==> config.mk <==
export PLATFORM = sky130hd
export DESIGN_NAME = two_voice_wavetable_looper_unit
export DESIGN_NICKNAME = d
export VERILOG_FILES = /design/src/hw/rtl/twwl_pkg.sv /design/src/hw/rtl/twwl_ram.sv /design/src/hw/rtl/two_voice_wavetable_looper_unit.sv
export SDC_FILE = /design/constraint.sdc
export NUM_CORES = 2
export LEC_CHECK = 0
export BUFFER_PORTS_ARGS = -buffer_cell sky130_fd_sc_hd__buf_2
export CAP_MARGIN = 20
export CORE_MARGIN = 10
export CORE_UTILIZATION = 40
export CTS_CLUSTER_SIZE = 14
export DETAILED_ROUTE_END_ITERATION = 10
export PLACE_DENSITY_LB_ADDON = 0.15
export SLEW_MARGIN = 30
export SYNTH_ARGS = -nofsm -noshare
export SYNTH_HDL_FRONTEND = slang
export SYNTH_HIERARCHICAL = 1
export SYNTH_MEMORY_MAX_BITS = 65536
export SYNTH_SLANG_ARGS = --single-unit
==> constraint.sdc <==
create_clock -name clk_i -period 6.3 [get_ports clk_i]
set_input_delay 0.63 -clock clk_i [delete_from_list [all_inputs] [get_ports clk_i]]
set_output_delay 0.63 -clock clk_i [all_outputs]
set_load 0.02 [all_outputs]
==> src/hw/rtl/twwl_pkg.sv <==
// ----------------------------------------------------------------------------
// Two-voice wavetable looper package
// Shared types, command codes, register indexes and sizing constants.
// ----------------------------------------------------------------------------
package twwl_pkg;

  // Sizing.
  localparam int LOOP_STEPS_DEFAULT = 64;
  localparam int TABLE_ENTRIES      = 256;
  localparam int TABLE_AW           = $clog2(TABLE_ENTRIES);
  localparam int SAMPLE_W           = 8;
  localparam int VOLUME_W           = 8;
  localparam int PHASE_W            = 16;
  localparam int PITCH_W            = 8;
  localparam int LEVEL_W            = 8;
  localparam int CFG_INDEX_W        = 2;
  localparam int CFG_DATA_W         = 8;

  // Arithmetic constants of the voices and the mixer.
  localparam int NOISE_TOGGLE_BIT = 12;
  localparam int FREQ_SHIFT       = 4;
  // Halving followed by a shift of seven.
  localparam int MIX_SHIFT        = 8;
  localparam int PRODUCT_W        = SAMPLE_W + VOLUME_W;
  localparam int MIX_SUM_W        = PRODUCT_W + 1;
  localparam int MIX_LEVEL_W      = MIX_SUM_W - MIX_SHIFT;
  localparam logic [LEVEL_W-1:0]  LEVEL_MAX    = 8'd255;
  localparam logic [VOLUME_W-1:0] VOLUME_RESET = 8'd255;

  // Command codes.
  localparam logic [1:0] CMD_TICK = 2'd0;
  localparam logic [1:0] CMD_STEP = 2'd1;
  localparam logic [1:0] CMD_LOAD = 2'd2;

  // Result kinds.
  localparam logic KIND_TICK = 1'b0;
  localparam logic KIND_STEP = 1'b1;

  // Table select codes.
  localparam logic SEL_SINE  = 1'b0;
  localparam logic SEL_NOISE = 1'b1;

  // Configuration register indexes.
  localparam logic [CFG_INDEX_W-1:0] REG_VOLUME_A = 2'd0;
  localparam logic [CFG_INDEX_W-1:0] REG_VOLUME_B = 2'd1;

  // Input item.
  typedef struct packed {
    logic [1:0]          command;
    logic [PITCH_W-1:0]  pitch;
    logic                record;
    logic                table_select;
    logic [TABLE_AW-1:0] table_index;
    logic [SAMPLE_W-1:0] table_data;
  } twwl_in_t;

  // Result item.
  typedef struct packed {
    logic               kind;
    logic [LEVEL_W-1:0] pwm_level;
    logic               beat_marker;
  } twwl_out_t;

endpackage

==> src/hw/rtl/twwl_ram.sv <==
// ----------------------------------------------------------------------------
// Generic single-port-write RAM
// One write port and one read port, read data registered on read enable.
// ----------------------------------------------------------------------------
module twwl_ram #(
  parameter int WIDTH = 8,
  parameter int DEPTH = 256
) (
  input  logic                     clk_i,
  input  logic                     we_i,
  input  logic [$clog2(DEPTH)-1:0] waddr_i,
  input  logic [WIDTH-1:0]         wdata_i,
  input  logic                     re_i,
  input  logic [$clog2(DEPTH)-1:0] raddr_i,
  output logic [WIDTH-1:0]         rdata_o
);

  logic [WIDTH-1:0] mem_q [DEPTH];
  logic [WIDTH-1:0] rdata_q;

  // Write port.
  always_ff @(posedge clk_i) begin
    if (we_i) begin
      mem_q[waddr_i] <= wdata_i;
    end
  end

  // Registered read port; the data holds while no read is issued.
  always_ff @(posedge clk_i) begin
    if (re_i) begin
      rdata_q <= mem_q[raddr_i];
    end
  end

  assign rdata_o = rdata_q;

endmodule

==> src/hw/rtl/two_voice_wavetable_looper_unit.sv <==
// ----------------------------------------------------------------------------
// Two-voice wavetable looper
// Sine and noise voices mixed to a PWM level, with a pitch loop sequencer.
// ----------------------------------------------------------------------------
// Path: a tick or step result passes the second stage, then the output register.
// Throughput: one item per cycle while the output is taken; the table and
// loop memories each take one access per item, with registered read data.
// Reset: phases, noise index, frequency, loop position and volumes are set.
// The loop store reads as zero until its first full pass; there is no
// clearing pass. Sine and noise tables hold nothing valid until loaded.
module two_voice_wavetable_looper_unit #(
  parameter int LOOP_STEPS = twwl_pkg::LOOP_STEPS_DEFAULT
) (
  input  logic                                  clk_i,
  input  logic                                  rst_ni,
  input  logic                                  in_valid_i,
  output logic                                  in_stall_o,
  input  twwl_pkg::twwl_in_t                    in_data_i,
  output logic                                  out_valid_o,
  input  logic                                  out_stall_i,
  output twwl_pkg::twwl_out_t                   out_data_o,
  input  logic                                  cfg_valid_i,
  output logic                                  cfg_ready_o,
  input  logic [twwl_pkg::CFG_INDEX_W-1:0]      cfg_index_i,
  input  logic [twwl_pkg::CFG_DATA_W-1:0]       cfg_data_i
);

  import twwl_pkg::*;

  localparam int LOOP_AW = $clog2(LOOP_STEPS);
  localparam logic [LOOP_AW-1:0] LOOP_LAST = LOOP_AW'(LOOP_STEPS - 1);

  // Configuration registers.
  logic [VOLUME_W-1:0] volume_a_q, volume_b_q;

  // Voice and sequencer state.
  logic [PHASE_W-1:0]  phase_a_q, phase_a_d;
  logic [PHASE_W-1:0]  phase_b_q, phase_b_d;
  logic [TABLE_AW-1:0] noise_idx_q, noise_idx_d;
  logic [PHASE_W-1:0]  freq_q, freq_eff;
  logic [LOOP_AW-1:0]  loop_pos_q;
  logic                wrapped_q;

  // Second stage.
  logic               s2_valid_q;
  logic               s2_kind_q;
  logic               s2_beat_q;
  logic               s2_from_mem_q;
  logic [PITCH_W-1:0] s2_pitch_q;
  logic               s2_fire;
  logic [PHASE_W-1:0] s2_freq;

  // Output register.
  logic      out_valid_q;
  twwl_out_t out_q, out_d;

  // Handshake and decode.
  logic in_fire, tick_fire, step_fire, load_fire;

  // Memory ports.
  logic                loop_we, loop_re;
  logic [PITCH_W-1:0]  loop_wdata, loop_rdata;
  logic                sine_we, noise_we;
  logic [SAMPLE_W-1:0] sine_rdata, noise_rdata;

  // Mixer.
  logic [PRODUCT_W-1:0]   prod_a, prod_b;
  logic [MIX_SUM_W-1:0]   mix_sum;
  logic [MIX_LEVEL_W-1:0] mix_level;
  logic [LEVEL_W-1:0]     pwm_level;

  // Configuration writes are always taken.
  assign cfg_ready_o = 1'b1;

  always_ff @(posedge clk_i or negedge rst_ni) begin
    if (!rst_ni) begin
      volume_a_q <= VOLUME_RESET;
      volume_b_q <= VOLUME_RESET;
    end else if (cfg_valid_i && cfg_ready_o) begin
      unique case (cfg_index_i)
        REG_VOLUME_A: volume_a_q <= cfg_data_i;
        REG_VOLUME_B: volume_b_q <= cfg_data_i;
        default: ;
      endcase
    end
  end

  // The second stage holds when the output register is full and stalled.
  assign s2_fire    = s2_valid_q && (!out_valid_q || !out_stall_i);
  assign in_stall_o = s2_valid_q && !s2_fire;
  assign in_fire    = in_valid_i && !in_stall_o;
  assign tick_fire  = in_fire && (in_data_i.command == CMD_TICK);
  assign step_fire  = in_fire && (in_data_i.command == CMD_STEP);
  assign load_fire  = in_fire && (in_data_i.command == CMD_LOAD);

  // Frequency set by a step still in the second stage is forwarded to a tick.
  assign s2_freq  = PHASE_W'({(s2_from_mem_q ? loop_rdata : s2_pitch_q), FREQ_SHIFT'(0)});
  assign freq_eff = (s2_valid_q && (s2_kind_q == KIND_STEP)) ? s2_freq : freq_q;

  // Phase accumulators and the noise index stepping on a toggle of bit 12.
  always_comb begin
    phase_a_d   = phase_a_q + freq_eff;
    phase_b_d   = phase_b_q + freq_eff;
    noise_idx_d = noise_idx_q;
    if (phase_b_d[NOISE_TOGGLE_BIT] != phase_b_q[NOISE_TOGGLE_BIT]) begin
      noise_idx_d = noise_idx_q + 1'b1;
    end
  end

  always_ff @(posedge clk_i or negedge rst_ni) begin
    if (!rst_ni) begin
      phase_a_q   <= '0;
      phase_b_q   <= '0;
      noise_idx_q <= '0;
    end else if (tick_fire) begin
      phase_a_q   <= phase_a_d;
      phase_b_q   <= phase_b_d;
      noise_idx_q <= noise_idx_d;
    end
  end

  // Before the first wrap a slot is written on every visit, so unvisited
  // slots read as zero without a clearing pass. Afterwards a step without
  // recording reads the slot.
  assign loop_we    = step_fire && (in_data_i.record || !wrapped_q);
  assign loop_re    = step_fire && !in_data_i.record && wrapped_q;
  assign loop_wdata = in_data_i.record ? in_data_i.pitch : '0;

  always_ff @(posedge clk_i or negedge rst_ni) begin
    if (!rst_ni) begin
      loop_pos_q <= '0;
      wrapped_q  <= 1'b0;
    end else if (step_fire) begin
      if (loop_pos_q == LOOP_LAST) begin
        loop_pos_q <= '0;
        wrapped_q  <= 1'b1;
      end else begin
        loop_pos_q <= loop_pos_q + 1'b1;
      end
    end
  end

  always_ff @(posedge clk_i or negedge rst_ni) begin
    if (!rst_ni) begin
      freq_q <= '0;
    end else if (s2_fire && (s2_kind_q == KIND_STEP)) begin
      freq_q <= s2_freq;
    end
  end

  twwl_ram #(
    .WIDTH (PITCH_W),
    .DEPTH (LOOP_STEPS)
  ) u_loop_ram (
    .clk_i   (clk_i),
    .we_i    (loop_we),
    .waddr_i (loop_pos_q),
    .wdata_i (loop_wdata),
    .re_i    (loop_re),
    .raddr_i (loop_pos_q),
    .rdata_o (loop_rdata)
  );

  // Table loads and tick reads.
  assign sine_we  = load_fire && (in_data_i.table_select == SEL_SINE);
  assign noise_we = load_fire && (in_data_i.table_select == SEL_NOISE);

  twwl_ram #(
    .WIDTH (SAMPLE_W),
    .DEPTH (TABLE_ENTRIES)
  ) u_sine_ram (
    .clk_i   (clk_i),
    .we_i    (sine_we),
    .waddr_i (in_data_i.table_index),
    .wdata_i (in_data_i.table_data),
    .re_i    (tick_fire),
    .raddr_i (phase_a_d[PHASE_W-1 -: TABLE_AW]),
    .rdata_o (sine_rdata)
  );

  twwl_ram #(
    .WIDTH (SAMPLE_W),
    .DEPTH (TABLE_ENTRIES)
  ) u_noise_ram (
    .clk_i   (clk_i),
    .we_i    (noise_we),
    .waddr_i (in_data_i.table_index),
    .wdata_i (in_data_i.table_data),
    .re_i    (tick_fire),
    .raddr_i (noise_idx_d),
    .rdata_o (noise_rdata)
  );

  // Second stage control.
  always_ff @(posedge clk_i or negedge rst_ni) begin
    if (!rst_ni) begin
      s2_valid_q    <= 1'b0;
      s2_kind_q     <= KIND_TICK;
      s2_beat_q     <= 1'b0;
      s2_from_mem_q <= 1'b0;
    end else if (tick_fire || step_fire) begin
      s2_valid_q    <= 1'b1;
      s2_kind_q     <= step_fire ? KIND_STEP : KIND_TICK;
      s2_beat_q     <= step_fire && (loop_pos_q == '0);
      s2_from_mem_q <= loop_re;
    end else if (s2_fire) begin
      s2_valid_q <= 1'b0;
    end
  end

  always_ff @(posedge clk_i) begin
    if (step_fire) begin
      s2_pitch_q <= loop_wdata;
    end
  end

  // Mixer: products summed without wrap, shifted and saturated.
  always_comb begin
    prod_a    = sine_rdata * volume_a_q;
    prod_b    = noise_rdata * volume_b_q;
    mix_sum   = MIX_SUM_W'(prod_a) + MIX_SUM_W'(prod_b);
    mix_level = mix_sum[MIX_SUM_W-1:MIX_SHIFT];
    pwm_level = (mix_level > MIX_LEVEL_W'(LEVEL_MAX)) ? LEVEL_MAX : mix_level[LEVEL_W-1:0];
  end

  always_comb begin
    out_d.kind        = s2_kind_q;
    out_d.pwm_level   = (s2_kind_q == KIND_TICK) ? pwm_level : '0;
    out_d.beat_marker = s2_beat_q;
  end

  // Output register.
  always_ff @(posedge clk_i or negedge rst_ni) begin
    if (!rst_ni) begin
      out_valid_q <= 1'b0;
    end else if (s2_fire) begin
      out_valid_q <= 1'b1;
    end else if (!out_stall_i) begin
      out_valid_q <= 1'b0;
    end
  end

  always_ff @(posedge clk_i) begin
    if (s2_fire) begin
      out_q <= out_d;
    end
  end

  assign out_valid_o = out_valid_q;
  assign out_data_o  = out_q;

  // The input stalls only while a result waits in the second stage.
  a_stall_needs_s2: assert property (@(posedge clk_i) disable iff (!rst_ni)
    in_stall_o |-> s2_valid_q)
    else $error("input stalled with an empty second stage");

  // A result held in the second stage is not dropped.
  a_s2_holds: assert property (@(posedge clk_i) disable iff (!rst_ni)
    (s2_valid_q && out_valid_q && out_stall_i) |=> s2_valid_q)
    else $error("second stage result lost under stall");

  // A step result carries no level and a tick result no beat.
  a_result_fields: assert property (@(posedge clk_i) disable iff (!rst_ni)
    out_valid_o |-> ((out_data_o.kind == KIND_TICK) && !out_data_o.beat_marker) ||
                    ((out_data_o.kind == KIND_STEP) && (out_data_o.pwm_level == '0)))
    else $error("result fields do not match the result kind");

  // The loop position advances by one on each step and wraps at the end.
  a_loop_advance: assert property (@(posedge clk_i) disable iff (!rst_ni)
    step_fire |=> (loop_pos_q == (($past(loop_pos_q) == LOOP_LAST) ? '0 :
                                  $past(loop_pos_q) + 1'b1)))
    else $error("loop position did not advance correctly");

  // Once the loop store has been fully visited it stays marked.
  a_wrapped_sticky: assert property (@(posedge clk_i) disable iff (!rst_ni)
    wrapped_q |=> wrapped_q)
    else $error("loop wrap flag cleared outside reset");

endmodule
==> results.toml <==
[run_status]
status = "finished, final reports clean"

[critical_path]
end_kind = "flip-flop"
cp_slowest_stage_delay_ps = 930
worstPathCellList = "mux2i_1 -> o21ai_1 -> ha_1 -> inv_1 -> fa_1 -> nor2b_1 -> o21ai_0 -> a21boi_1 -> o21ai_0 -> nor2b_1 -> xnor2_2 -> buf_12 -> buf_4 -> nor2_4 -> buf_4 -> a22oi_1 -> buf_4 -> a21oi_1 -> nor3_1 -> nor4_2 -> buf_4"
rr_startpoint = "s2_from_mem_q"
path_max_fanout = 19
critPathBufInv = 6
crit_top_cell = "buf_4"
cp.arrival_ps = 7090
startpoint_type = "flip-flop"
cp_top_family = "compound AO/OA/AOI/OAI gates"
cp_slowest_cell = "a21oi_1"
crit_start = "s2_from_mem_q"
required_ps = 7220
worstSetupPathType = "flip-flop to flip-flop"

[logic_synthesis]
synth-async-reset-ratio_pct = 1.358
synthSimpleGateAreaFrac_pct = 3.292
synth.avg_cell_area_sq_um = 20.30
synthTopCellsByArea = "edfxtp_1, mux4_2, mux2i_1"
synth_fa_ha_area_share_pct = 1.583
synth_edf_count = 4650
synthCells = 9260
synth_top_family_by_area = "multiplexers"
syn_nets = 9482
yosysTopAreaCell = "edfxtp_1"
muxShareOfSynthArea_pct = 14.25
ys_ff_latch = 4714
synth_top_area_share_pct = 74.29
synth-compound-area-share_pct = 3.454
ys.flop_type = "edfxtp_1"
synth_area_sq_mm = 0.1880
yosysSeqAreaShare_pct = 75.15
synthXorXnorAreaFrac_pct = 0.2130
yosys_warnings = 6
synthDistinctLibCells = 92

[die]
die_w_microns = 705.5
start_util_pct = 40.19
die_area_sq_mm = 0.4977
die_h_microns = 705.5
fp.coreArea_sq_mm = 0.4676
row_count = 251
pin_count = 56

[worst_hold_path]
hold_path_class = "input pin to flip-flop"
hold_start = "in_data_i[5]"

[timing]
hold_violations = 0
worst_slew_pin_slew_ps = 1241
tns_ps = 0
rsz0062_at_grt = "no"
finClkSkew_ps = 77.53
whs_ps = 91.17
min_period_ps = 6171
finalSetupViolations = 0
maxSlewViolCount = 0
fmax_mhz = 162.0
min_period_over_period_pct = 97.96
slew-limit-headroom_pct = 17.26

[cts]
cts_tree = "built"
path_clk_slew_ps = 60
clk_latency_ps = 1050
cts.sinks = 4714
htreeDepth = 5
root_buffer = "clkbuf_16"
cts_buffer_depth = 4
numCtsBuffers = 482

[grt]
overflow = 0
grt_max_degree = 187
grt.total_usage_pct = 20.00
grt_pass1_vias = 96070
antenna_found_initial = 35
grt_pass1_wl_microns = 728600

[drt]
wl_per_cell_microns = 31.24
num_vias = 95030
routed_wl_microns = 511700
drt-pass1-iter-count = 6
drtAntennaViolNets = 0
drt_iter0_markers = 11220
drc_errors = 0
viasPerCell = 5.802

[run]
drv_cap = 0

[place]
post-dp-hpwl_microns = 324200
gp_congestion = 0.8511
dp.cells = 15460
port_buffers = 54

[final_layout]
nFillCells = 39080
layout_commonest_cell = "edfxtp_1"
finalNonFillerCells = 16380
final_cell_mix = "edfxtp_1, mux4_2, nor2_1, clkbuf_16, buf_4"
area_growth_pct = 13.82
fin_nets = 9989
drive_gt1_share_pct = 24.43
state kept, by name, summed over array words and instances (netlist names), 6 cells and up:
signal and cells:
u_sine_ram/mem_q 2048, u_sine_ram/rdata_o 8, freq_q 8, u_noise_ram/mem_q 2048, volume_a_q 8, u_loop_ram/rdata_o 8
loop_pos_q 6, phase_a_q 12, out_data_o 10, u_noise_ram/rdata_o 8, volume_b_q 8, noise_idx_q 8
s2_pitch_q 8, phase_b_q 8, u_loop_ram/mem_q 512
stage by stage:
| step | worst slack [ps] | area, sq um | utilization, % |
|---|---|---|---|
| detailed placement | -2.012 | 197900 | 42.31 |
| global placement | -17.96 | 197700 | 42.28 |
| global route | 4.071 | 213900 | 45.75 |
| finish | 128.8 | 213900 | 45.75 |
| CTS | 51.50 | 213600 | 45.68 |
| floorplan | 438.5 | 188000 | - |
Yosys cell counts, drive strengths merged (64+ instances only):
cell type  count
nor2b         81
clkbuf       248
and2         103
edfxtp      4650
buf          283
mux4        1038
nor2         669
fa            98
mux2i        299
o22ai         64
o221ai       102
nand2        185
a22oi        269
inv          151
ha            81
a21oi        228
nand3         89
cells by family (layout without fill, tap and decap cells):
kind of cell    count (synthesis)  after routing
buf+inv                       685           1599
other cells                     1              8
compound gates                921            921
simple gates                 1343           1343
flops                        4714           4714
mux                          1373           1373
fa+ha+maj                     179            179
xor+xnor                       44             44
metal layers:
| metal | vias to the layer above | global-route usage (%) | part of all wire, % |
|---|---|---|---|
| li1 | 39190 | - | - |
| met1 | 51510 | 29.11 | 43 |
| met2 | 3658 | 31.13 | 46 |
| met3 | 671 | 4.158 | 8.1 |
| met4 | 2 | 4.483 | 2.4 |
| met5 | - | 0 | 0.0025 |
worst reg2reg max path: cells and delay by family, from the launching register on:
family                     cells  cell delay [ps]
DFF                            1              490
and+or+nand+nor                5             1510
adders and majority gates      2              620
muxes                          1              170
xor gates and xnor gates       1              180
buffers and inverters          6             1200
AOI/OAI and AO/OA              6             1880
final cells by class:
type | count | area [sq um] | area share [%]
Clock inverter | 311 | 3063 | 1.432
Timing Repair Buffer | 554 | 5338 | 2.495
Sequential cell | 4714 | 141300 | 66.04
Multi-Input combinational cell | 3861 | 43410 | 20.29
Tap cell | 6198 | 7755 | 3.625
Inverter | 154 | 580.6 | 0.2714
Clock buffer | 580 | 12490 | 5.840
Antenna cell | 7 | 17.52 | 0.008188
worst paths after layout:
kind / to / slack (ps) / cells past startpoint
worst min-delay path: u_noise_ram/mem_q[10][5] / 90 / 1
min in group asynchronous: noise_idx_q[6] / 240 / 2
worst max-delay path: u_sine_ram/rdata_o[0] / 130 / 21
worst min register to register: out_data_o[0] / 450 / 0
worst max register to register: u_sine_ram/rdata_o[0] / 130 / 21
max in group asynchronous: loop_pos_q[2] / 4970 / 3
timing repair:
| action | in CTS | in global routing |
|---|---|---|
| endpoints found under the setup margin | 4 | 23 |
| hold endpoints to repair | 92 | 0 |
| resized for setup | 5 | 17 |
| pin swaps | 0 | 1 |
| hold buffers | 15 | 0 |
| setup buffers | 1 | 6 |
Power is not shown: default switching activity piles up to over one toggle a cycle in this logic, so the estimate is an artifact.
